`src/design/gle_pkg.sv`:
```
// ----------------------------------------------------------------------------
// gle_pkg
// Shared types, constants and helpers of the GIF LZW encoder.
// ----------------------------------------------------------------------------
`default_nettype none

package gle_pkg;

  localparam int HASH_SIZE_DEF     = 5003;
  localparam int MAX_CODE_BITS_DEF = 12;

  localparam int BYTE_W     = 8;
  localparam int MIN_W      = 4;
  localparam int CFG_ADDR_W = 2;
  localparam int CFG_DATA_W = 32;

  localparam logic [MIN_W-1:0] MIN_RESET = 4'd8;
  localparam logic [MIN_W-1:0] MIN_LO    = 4'd2;
  localparam logic [MIN_W-1:0] MIN_HI    = 4'd8;

  // left shift applied to the pixel byte before it is xored with the prefix
  function automatic int hash_shift_f(input int hs);
    int f;
    int s;
    f = hs;
    s = 0;
    for (int k = 0; k < 17; k++) begin
      if (f < 65536) begin
        f = f * 2;
        s = s + 1;
      end
    end
    s = 8 - s;
    return (s < 0) ? 0 : s;
  endfunction

  typedef struct packed {
    logic [BYTE_W-1:0] data_byte;
    logic              last_byte;
  } in_item_t;

  typedef struct packed {
    logic [BYTE_W-1:0] out_byte;
    logic              run_last;
    logic              stream_end;
  } out_item_t;

  typedef enum logic [3:0] {
    ST_IDLE,
    ST_START,
    ST_HASH,
    ST_PROBE,
    ST_EMIT,
    ST_DRAIN,
    ST_MISS,
    ST_SWEEP,
    ST_FINISH
  } state_t;

  typedef enum logic [1:0] {
    CODE_CLEAR,
    CODE_PREFIX,
    CODE_EOF
  } code_sel_t;

  typedef enum logic [2:0] {
    RET_START,
    RET_MISS,
    RET_CLEAR,
    RET_PFX_LAST,
    RET_EOF
  } ret_t;

  typedef struct packed {
    logic      accept;
    logic      start;
    logic      hash;
    logic      advance;
    logic      hit;
    logic      emit;
    code_sel_t code_sel;
    logic      push;
    logic      add_entry;
    logic      clear_block;
    logic      sweep;
    logic      stream_done;
    logic      finish;
  } cmd_t;

  typedef struct packed {
    logic started;
    logic last;
    logic slot_used;
    logic key_match;
    logic probe_last;
    logic table_full;
    logic has_byte;
    logic can_push;
    logic pend_valid;
    logic sweep_done;
  } sts_t;

endpackage

`default_nettype wire

```
`src/design/gle_ctrl.sv`:
```
// ----------------------------------------------------------------------------
// gle_ctrl
// Sequencer: start, hash probe, code emission, byte drain, table sweep.
// ----------------------------------------------------------------------------
`default_nettype none

module gle_ctrl import gle_pkg::*; (
  input  wire logic clk,
  input  wire logic rst_n,
  input  wire logic in_valid,
  output logic      in_ready,
  input  wire sts_t sts,
  output cmd_t      cmd
);

  state_t    state_r, state_nxt;
  ret_t      ret_r, ret_nxt;
  code_sel_t sel_r, sel_nxt;
  logic      exh_r, exh_nxt;
  logic      end_r, end_nxt;

  // reset starts with a sweep of the hash table
  always_ff @(posedge clk) begin
    if (!rst_n) begin
      state_r <= ST_SWEEP;
      ret_r   <= RET_START;
      sel_r   <= CODE_CLEAR;
      exh_r   <= 1'b0;
      end_r   <= 1'b1;
    end else begin
      state_r <= state_nxt;
      ret_r   <= ret_nxt;
      sel_r   <= sel_nxt;
      exh_r   <= exh_nxt;
      end_r   <= end_nxt;
    end
  end

  always_comb begin
    state_nxt = state_r;
    ret_nxt   = ret_r;
    sel_nxt   = sel_r;
    exh_nxt   = exh_r;
    end_nxt   = end_r;
    cmd       = '0;
    cmd.code_sel = sel_r;
    in_ready  = 1'b0;
    unique case (state_r)
      ST_IDLE: begin
        in_ready = 1'b1;
        if (in_valid) begin
          cmd.accept = 1'b1;
          end_nxt    = 1'b0;
          state_nxt  = sts.started ? ST_HASH : ST_START;
        end
      end
      ST_START: begin
        cmd.start = 1'b1;
        sel_nxt   = CODE_CLEAR;
        ret_nxt   = RET_START;
        state_nxt = ST_EMIT;
      end
      ST_HASH: begin
        cmd.hash  = 1'b1;
        state_nxt = ST_PROBE;
      end
      ST_PROBE: begin
        priority if (!sts.slot_used) begin
          sel_nxt   = CODE_PREFIX;
          ret_nxt   = RET_MISS;
          exh_nxt   = 1'b0;
          state_nxt = ST_EMIT;
        end else if (sts.key_match) begin
          cmd.hit = 1'b1;
          if (sts.last) begin
            sel_nxt   = CODE_PREFIX;
            ret_nxt   = RET_PFX_LAST;
            state_nxt = ST_EMIT;
          end else begin
            state_nxt = ST_FINISH;
          end
        end else if (sts.probe_last) begin
          // probe sequence ran out: behaves as a full table
          sel_nxt   = CODE_PREFIX;
          ret_nxt   = RET_MISS;
          exh_nxt   = 1'b1;
          state_nxt = ST_EMIT;
        end else begin
          cmd.advance = 1'b1;
        end
      end
      ST_EMIT: begin
        cmd.emit  = 1'b1;
        state_nxt = ST_DRAIN;
      end
      ST_DRAIN: begin
        if (sts.has_byte) begin
          cmd.push = sts.can_push;
        end else begin
          unique case (ret_r)
            RET_START: begin
              if (sts.last) begin
                sel_nxt   = CODE_PREFIX;
                ret_nxt   = RET_PFX_LAST;
                state_nxt = ST_EMIT;
              end else begin
                state_nxt = ST_FINISH;
              end
            end
            RET_MISS:  state_nxt = ST_MISS;
            RET_CLEAR: state_nxt = ST_SWEEP;
            RET_PFX_LAST: begin
              sel_nxt   = CODE_EOF;
              ret_nxt   = RET_EOF;
              state_nxt = ST_EMIT;
            end
            RET_EOF: begin
              cmd.stream_done = 1'b1;
              end_nxt         = 1'b1;
              state_nxt       = ST_SWEEP;
            end
            default: state_nxt = ST_FINISH;
          endcase
        end
      end
      ST_MISS: begin
        if (exh_r || sts.table_full) begin
          cmd.clear_block = 1'b1;
          sel_nxt         = CODE_CLEAR;
          ret_nxt         = RET_CLEAR;
          state_nxt       = ST_EMIT;
        end else begin
          cmd.add_entry = 1'b1;
          if (sts.last) begin
            sel_nxt   = CODE_PREFIX;
            ret_nxt   = RET_PFX_LAST;
            state_nxt = ST_EMIT;
          end else begin
            state_nxt = ST_FINISH;
          end
        end
      end
      ST_SWEEP: begin
        cmd.sweep = 1'b1;
        if (sts.sweep_done) begin
          if (end_r) begin
            state_nxt = ST_FINISH;
          end else if (sts.last) begin
            sel_nxt   = CODE_PREFIX;
            ret_nxt   = RET_PFX_LAST;
            state_nxt = ST_EMIT;
          end else begin
            state_nxt = ST_FINISH;
          end
        end
      end
      ST_FINISH: begin
        cmd.finish = 1'b1;
        if (!sts.pend_valid || sts.can_push) begin
          state_nxt = ST_IDLE;
        end
      end
      default: state_nxt = ST_IDLE;
    endcase
  end

endmodule

`default_nettype wire

```
`config.mk`:
```
export PLATFORM = sky130hd
export DESIGN_NAME = gle_ctrl
export DESIGN_NICKNAME = d
export VERILOG_FILES = /design/src/design/gle_pkg.sv /design/src/design/gle_ctrl.sv
export SDC_FILE = /design/constraint.sdc
export NUM_CORES = 1
export LEC_CHECK = 0
export ABC_AREA = 1
export BUFFER_PORTS_ARGS = -buffer_cell sky130_fd_sc_hd__buf_4
export CORE_MARGIN = 1.5
export CORE_UTILIZATION = 55
export DETAILED_ROUTE_END_ITERATION = 8
export MAX_ROUTING_LAYER = met4
export PLACE_DENSITY = 0.84
export SLEW_MARGIN = 15
export SYNTH_ARGS = -nofsm -noshare
export SYNTH_HDL_FRONTEND = slang
export SYNTH_SLANG_ARGS = --single-unit
```
`constraint.sdc`:
```
create_clock -name clk -period 3.3 [get_ports clk]
set_input_delay 0.66 -clock clk [delete_from_list [all_inputs] [get_ports clk]]
set_output_delay 0.66 -clock clk [all_outputs]
set_load 0.01 [all_outputs]
```
==> flow_metrics.tcl, run 1 <==
set metrics [dict create \
    cp.required_ns 2.64 \
    irDropWorstVdd_mv 0.503 \
    first_global_vias 1077 \
    n_antenna_cell 0 \
    antenna_left 0 \
    synth_nets 201 \
    worst_pin_slew_ns 0.326 \
    ys_warn_count 0 \
    finalCritPeriodShare_pct 69.5 \
    busiest_layer "met2" \
    worst-path-buf-inv 2 \
    fin_nets 232 \
    power_uw 1040 \
    synth_top_area_cell "dfxtp_1" \
    wire_per_inst_um 11.6 \
    dp_hpwl_um 2260 \
    max_freq_mhz 436 \
    hold_buffers 0 \
    syn_avg_cell_area_um2 5.33 \
    core_um2 1730 \
    arrival_ns 1.63 \
    crit_family "simple AND/OR/NAND/NOR gates" \
    area_growth_pct 25.2 \
    slowest_delay_ns 0.36 \
    drc_errors 0 \
    cts_buffers 3 \
    synth_cell_types 18 \
    vias 1261 \
    grt_util_all_layers_pct 29.5 \
    grt_pass1_wl_um 4360 \
    synth_top_area_share_pct 22.0 \
    end_kind "primary output" \
    rsz0062_at_grt "false" \
    fill_cells 180 \
    cp_cell_sequence "inv_1 > nand2_2 > nor2_1 > nand4_1 > nor2_1 > buf_4" \
    drt_first_pass_iters 4 \
    synthCells 188 \
    regToRegSetupSlack_ns 1.70 \
    cts_sinks 11 \
    htreeDepth 1 \
    io_buffers 27 \
    io_pins 28 \
    powerDensity_nw_per_um2 825 \
    cts.clk_slew.worst_paths_ns 0.08 \
    ys_top_cells_by_area "dfxtp_1 22%, nand2_1 21%, nor2_1 13%, inv_1 10%, nand3_1 8.5%" \
    setup_viol 0 \
    cts.repair.resized 0 \
    ys_ff_latch 11 \
    p_leak_uw 0.000715 \
    ys_seq_area_share_pct 22.0 \
    drt_iter0_markers 60 \
    start_util_pct 58.0 \
    dieWidth_um 45.7 \
    hold_violations 0 \
    finalMaxSlewViolations 0 \
    drive_gt1_share_pct 20.2 \
    crit_top_cell "nor2_1" \
    syn_area_um2 1000 \
    routed_via_density 5.19 \
    min_period_ns 2.29 \
    gp_congestion 0.974 \
    die-area_um2 2090 \
    core.rowCount 15 \
    grt_max_degree 9 \
    cts_setup_buffers 0 \
    grtUsageMet3_pct 5.16 \
    final_common_cell "nand2_1" \
    die_h_um 45.7 \
    hp-class "reg -> reg" \
    worstPathMaxFanout 5 \
    critPathLaunchType "flop" \
    path_class "reg -> out" \
    root_buffer "clkbuf_4" \
    relSlewSlack_pct 78.2 \
    clockBufferDepth 2 \
    clock_latency_ns 0.28 \
    antenna_found_initial 0 \
    routed_wirelength_um 2810 \
    skew_ns 0.00451 \
    gr-usage-met2_pct 44.5 \
    cap_violations 0 \
    grtUsageMet1_pct 39.5 \
    mostFrequentLayoutCells "57 x nand2_1, 34 x nor2_1, 27 x inv_1, 27 x buf_4, 17 x nand3_1" \
    finalSetupTns_ns 0 \
    cts_tree "done" \
    gr-total-overflow 0 \
    status "finished clean" \
    crit_slowest_cell "dfxtp_1" \
]
[final timing paths]
path / from / endpoint / depth (start not counted)
max: state_r[3] / cmd[1] / 6
min: sel_r[0] / sel_r[0] / 2
max reg2reg: state_r[1] / ret_r[2] / 8
min reg2reg: sel_r[0] / sel_r[0] / 2
[through the flow]
step	instances	utilization (%)	setup WS [ns]	hold WS, ns	area, um2
finish	243	72.7	1.01	0.482	1250
detailed placement	239	71.2	1.33	0.476	1230
global route	243	72.7	0.881	0.530	1250
CTS	243	72.7	1.02	0.488	1250
global placement	239	71.2	1.39	0.457	1230
floorplan	188	-	1.54	0.437	1000
[cell families (layout without fill, tap and decap cells)]
| family | Yosys count | count (layout) | share of synthesized area (%) |
|---|---|---|---|
| buffers and inverters | 30 | 60 | 11.6 |
| and+or+nand+nor | 124 | 124 | 53.8 |
| DFF | 11 | 11 | 22.0 |
| AOI/OAI and AO/OA | 23 | 23 | 12.6 |
[per-layer routing]
metal,routed length (um),up-vias
li1,-,654
met1,1290,548
met2,1250,53
met3,232,6
met4,45,0
met5,0,-
[synth_stat cells (all sizes together)]
| library cell | number |
|---|---|
| nor3 | 2 |
| or2 | 1 |
| a21oi | 8 |
| nor2 | 39 |
| nand2 | 62 |
| o21bai | 1 |
| inv | 29 |
| o21ai | 12 |
| nand3 | 17 |
| o211ai | 2 |
| dfxtp | 11 |
| nand4 | 3 |
| buf | 1 |
[state kept, by name, summed over array words and instances (netlist names)]
| register | cells |
|---|---|
| sel_r | 2 |
| end_r | 1 |
| ret_r | 3 |
| exh_r | 1 |
| state_r | 4 |
[where the power goes]
part	internal, uW	leakage, uW	switching, uW
registers	177	0.0000904	64.5
logic	245	0.000610	448
clock network	46.9	0.0000150	53.5
[worst register-to-register path: cells and delay by family (launching register included)]
kind / cells / cell delay [ns]
and+or+nand+nor: 5 / 0.52
DFF: 1 / 0.52
AOI/OAI and AO/OA: 2 / 0.38
buffers and inverters: 1 / 0.12
[layout make-up]
cell class	count	area [um2]	share of cell area, %
Multi-Input combinational cell	147	666	53.0
Timing Repair Buffer	27	203	16.2
Sequential cell	11	220	17.5
Clock buffer	4	26.3	2.09
Tap cell	25	31.3	2.49
Inverter	29	109	8.67
Note: power is estimated with default switching activity, not from simulation.
==> run 2: changes to the inputs <==
ABC_AREA = 0   (was 1)
CORE_UTILIZATION = 45   (was 55)
PLACE_DENSITY = 0.74   (was 0.84)
clock period = 2 ns   (was 3.3 ns; I/O delays follow)
==> run 2 against run 1 <==
  * Final area fell by 2.9%
  * Combinational power grew 54%
  * Clock power up 58%
  * Non-clock buffer count grew 8
  * Die area is 13% higher
  * Cell count is 25% lower
  * Clock-buffer cell count did not move
  * Clock skew shrank 0.0031 ns
  * Sequential cell count unchanged
  * Setup slack got worse by 0.89 ns
  * Wire length decreased by 6.3%
  * Power increased by 63%
  * Critical endpoint unchanged
  * Largest cell class unchanged
  * Largest power group unchanged
  * Highest routed layer unchanged
==> flow_metrics.tcl, run 2 <==
set metrics [dict create \
    antenna_found_initial 0 \
    synth_top_area_share_pct 23.7 \
    routed_wirelength_um 2630 \
    largest_reg_flops 4 \
    die_h_um 48.5 \
    io_buffers 27 \
    setup_viol 0 \
    ys_seq_area_share_pct 23.7 \
    n_antenna_cell 0 \
    synth_edf_count 0 \
    cts_buffers 3 \
    first_global_vias 941 \
    clockPowerShare_pct 9.4 \
    p_leak_uw 0.000545 \
    clockBufferDepth 2 \
    synth_top_area_cell "dfxtp_1" \
    async_flop_share_pct 0 \
    final_cells 182 \
    core.rowCount 16 \
    synthTopCellsByCount "11 x dfxtp_1, 9 x nor2_1, 8 x o21ai_0" \
    syn_area_um2 931 \
    hp-class "in -> reg" \
    syn_avg_cell_area_um2 7.33 \
    worstPathMaxFanout 8 \
    cp.required_ns 1.60 \
    min_period_ns 1.89 \
    die-area_um2 2350 \
    p_seq_share_pct 27.4 \
    drive_gt1_share_pct 33.5 \
    grt_max_degree 17 \
    gp_congestion 0.922 \
    start_util_pct 47.4 \
    drt_first_pass_iters 4 \
    htreeDepth 1 \
    clock_latency_ns 0.27 \
    mostFrequentLayoutCells "34 x buf_4, 9 x nor2_1, 8 x o21ai_0, 8 x dfxtp_1" \
    finalMaxSlewViolations 0 \
    cap_violations 0 \
    reg_top3 "state_r (4), ret_r (3), sel_r (2)" \
    regMostFlops "state_r" \
    dpl.cell_count 178 \
    dieWidth_um 48.5 \
    synth_cell_types 46 \
    pwr-share-comb_pct 63.2 \
    skew_ns 0.00143 \
    drc_errors 0 \
    p_sw_uw 793 \
    dp_hpwl_um 2050 \
    drt_iter0_markers 21 \
    ys_top_cells_by_area "dfxtp_1 24%, o21ai_0 4.3%, nor2b_1 4.0%, nand3_1 3.8%, nor3_1 3.8%" \
    p_int_uw 893 \
    ys.flop_type "dfxtp_1" \
    area_growth_pct 30.9 \
    root_buffer "clkbuf_4" \
    finalCritPeriodShare_pct 94.3 \
    fin_area_um2 1220 \
    arrival_ns 1.49 \
    finalSetupTns_ns 0 \
    antenna_left 0 \
    grt_pass1_wl_um 4410 \
    cts.clk_slew.worst_paths_ns 0.08 \
    hold_violations 0 \
    relSlewSlack_pct 75.1 \
    cts_sinks 11 \
    core_um2 1960 \
    cts_tree "done" \
    fin_nets 169 \
    cts_setup_buffers 0 \
    vias 1026 \
    synthCells 127 \
    final_common_cell "buf_4" \
    gr-total-overflow 0 \
    critPathLaunchType "flop" \
    ys_warn_count 0 \
    powerDensity_nw_per_um2 1380 \
    max_freq_mhz 530 \
    synth_most_common_cell "dfxtp_1" \
    grt_util_all_layers_pct 24.2 \
    synth_nets 140 \
    rsz0062_at_grt "false" \
    status "finished clean" \
    io_pins 28 \
    netSwitchingFraction_pct 47.1 \
    fill_cells 183 \
    wire_per_inst_um 14.5 \
    ys_ff_latch 11 \
    routed_via_density 5.64 \
    worst_pin_slew_ns 0.369 \
    irDropWorstVdd_mv 0.657 \
    power_uw 1690 \
    path_class "reg -> out" \
    end_kind "primary output" \
    placed_area_um2 1170 \
]
## run 2: power groups by stage
stage	registers [uW]	logic [uW]	clock network (uW)
floorplan	345	836	0
detailed placement	455	1030	0
global route	484	1170	173
global placement	447	1010	0
CTS	451	1040	162
finish	462	1070	158
## run 2: worst max-delay path: stages (launching register included)
cell	delay (ns)
dfxtp_1	0.39
or2_2	0.36
nor4b_2	0.29
buf_4	0.17
## run 2: cell type report
class | count | area (um2) | area share, %
clock buffers | 4 | 26.3 | 2.16
well taps | 27 | 33.8 | 2.77
repair buffers | 35 | 267 | 21.9
inverters | 7 | 26.3 | 2.16
flip-flops and latches | 11 | 224 | 18.4
multi-input cells | 98 | 642 | 52.7
## run 2: worst paths after layout
kind / from / to / slack, ns / depth (start not counted)
max: ret_r[1] / cmd[1] / 0.11 / 3
min: rst_n / state_r[0] / 0.41 / 2
max reg2reg: state_r[3] / state_r[3] / 0.15 / 5
min reg2reg: sel_r[1] / sel_r[1] / 0.51 / 2
## run 2: metal layers
metal / vias to the layer above / track usage [%] / part of all wire [%]
met5: - / - / 0
met4: 0 / 6.67 / 2.1
met3: 6 / 4.01 / 5.7
met2: 38 / 39.1 / 46
met1: 458 / 31.5 / 46
li1: 524 / - / -
## run 2: kinds of logic after synthesis
family	Yosys count	share of synthesized area (%)
xor+xnor	3	2.82
compound gates	35	26.3
buf+inv	18	8.74
flops	11	23.7
simple gates	60	38.4
## run 2: timing repair
action | 4_1_cts | 5_1_grt
hold buffers | 0 | 0
hold endpoints to repair | 0 | 0
resized for setup | 2 | 5
endpoints found under the setup margin | 2 | 5
## run 2: through the flow
step	hold slack [ns]	setup WS, ns	utilization [%]
floorplan	0.469	0.250	-
detailed placement	0.509	0.154	59.8
finish	0.407	0.115	62.1
global route	0.399	0.0172	62.1
global placement	0.452	0.189	59.8
CTS	0.393	0.0246	61.5
==> run 3: changes to the inputs <==
ABC_AREA = 1   (was 0)
CORE_UTILIZATION = 46   (was 45)
PLACE_DENSITY = 0.75   (was 0.74)
==> run 3 against run 2 <==
  * Critical path depth rose by 3
  * Wire length rose by 9.4%
  * Hold slack got worse by 0.054 ns
  * Fmax fell by 1.4%
  * Die area rose by 5.0%
  * Global-route usage rose by 1.1 points
  * Largest cell class unchanged
==> flow_metrics.tcl, run 3 (synthesis gave the netlist of run 1 again) <==
set metrics [dict create \
    status "finished clean" \
    cts_setup_buffers 0 \
    fill_cells 215 \
    pwr-share-comb_pct 67.3 \
    core.rowCount 16 \
    finalCritPeriodShare_pct 95.6 \
    hold_depth 3 \
    p_leak_uw 0.000718 \
    grt_pass1_wl_um 4660 \
    r2r-start "state_r[3]" \
    netSwitchingFraction_pct 55.2 \
    routed_wirelength_um 2880 \
    path_class "reg -> out" \
    die-area_um2 2470 \
    skew_ns 0.0133 \
    cp.required_ns 1.60 \
    reg_top3 "state_r (4), ret_r (3), sel_r (2)" \
    p_int_uw 779 \
    drc_errors 0 \
    io_pins 28 \
    hold_violations 0 \
    antenna_left 0 \
    htreeDepth 1 \
    hp-class "in -> reg" \
    largest_reg_flops 4 \
    p_seq_share_pct 23.1 \
    dp_hpwl_um 2380 \
    clockBufferDepth 2 \
    worst_pin_slew_ns 0.313 \
    rsz0062_at_grt "false" \
    gr-total-overflow 0 \
    area_growth_pct 26.5 \
    n_antenna_cell 0 \
    root_buffer "clkbuf_4" \
    irDropWorstVdd_mv 0.749 \
    min_period_ns 1.91 \
    max_freq_mhz 523 \
    p_sw_uw 958 \
    drt_first_pass_iters 4 \
    routed_via_density 5.17 \
    mostFrequentLayoutCells "57 x nand2_1, 33 x nor2_1, 27 x inv_1, 27 x buf_4, 17 x nand3_1" \
    grt_util_all_layers_pct 25.2 \
    hold_start "sts[5]" \
    wire_per_inst_um 11.8 \
    first_global_vias 1048 \
    hold_buffers 0 \
    relSlewSlack_pct 79.1 \
    antenna_found_initial 0 \
    grtUsageMet3_pct 3.94 \
    cap_violations 0 \
    gr-usage-met2_pct 37.8 \
    grt_max_degree 9 \
    setup_viol 0 \
    worstPathMaxFanout 5 \
    regMostFlops "state_r" \
    vias 1267 \
    arrival_ns 1.51 \
    cts_tree "done" \
    r2r_cells 7 \
    finalMaxSlewViolations 0 \
    startpoint "state_r[3]" \
    start_util_pct 50.1 \
    finalSetupTns_ns 0 \
    clock_latency_ns 0.29 \
    die_h_um 49.7 \
    clockPowerShare_pct 9.6 \
    final_common_cell "nand2_1" \
    drt_iter0_markers 59 \
    fin_nets 232 \
    grtUsageMet1_pct 35.8 \
    io_buffers 27 \
    cts_buffers 3 \
    dpl.cell_count 241 \
    final_util_pct 63.3 \
    busiest_layer "met2" \
    end_kind "primary output" \
    dieWidth_um 49.7 \
    critPathLaunchType "flop" \
    cts.clk_slew.worst_paths_ns 0.09 \
    cts.repair.resized 1 \
    gp_congestion 0.892 \
    powerDensity_nw_per_um2 1370 \
    final_cells 245 \
    cts_sinks 11 \
    core_um2 2000 \
    drive_gt1_share_pct 21.6 \
]
-- run 3: cell types whose count changed in the layout (fill, tap and decap cells not counted), moves of 3 or more --
cell and change:
nand2_1 +52, nor2_1 +24, inv_1 +20, nand3_1 +10, buf_4 -7, nor2b_1 -6
nor3_1 -5, nor2_4 +4, a31oi_1 -3, and3_1 -3, nand2_2 +3, nand3b_1 -3
o21ai_0 +3
-- run 3: layer usage --
metal  wire (um)  vias to the layer above
met5           0                        -
met4          12                        0
met3         257                        2
met2        1300                       58
met1        1310                      559
li1            -                      648
-- run 3: through the flow --
stage | cell area, um2 | power, uW | hold slack [ns] | worst slack, ns
3_5_place_dp | 1230 | 1530 | 0.474 | 0.284
4_1_cts | 1260 | 1700 | 0.357 | 0.0648
2_1_floorplan | 1000 | 1220 | 0.437 | 0.502
6_report | 1270 | 1740 | 0.354 | 0.0884
5_1_grt | 1270 | 1900 | 0.368 | 0.00281
3_3_place_gp | 1230 | 1530 | 0.450 | 0.328
-- run 3: critical path, stage by stage (launching register included) --
cell and delay [ns]:
dfxtp_1 0.36, inv_1 0.14, nand2_2 0.12, nor2_4 0.17, nand4_1 0.12, nor2_1 0.17
buf_4 0.15
-- run 3: area by class of cell --
cell class	instances	area [um2]	area share, %
inverter	29	109	8.59
tap	27	33.8	2.67
timing repair buffer	27	203	16.0
clock inverter	1	5.00	0.395
sequential	11	221	17.5
clock buffer	3	22.5	1.78
multi-input combinational	147	673	53.1
-- run 3: path summary, 6_finish.rpt --
check	end	slack (ns)
worst max-delay path	cmd[1]	0.09
worst min-delay path	exh_r	0.35
worst max register to register	sel_r[0]	0.46
worst min register to register	exh_r	0.49
-- run 3: power by group through the flow --
stage / Clock, uW / Sequential (uW) / Combinational (uW)
6_report: 167 / 402 / 1170
5_1_grt: 178 / 416 / 1300
4_1_cts: 167 / 398 / 1140
3_5_place_dp: 0 / 403 / 1130
3_3_place_gp: 0 / 397 / 1130
2_1_floorplan: 0 / 369 / 856
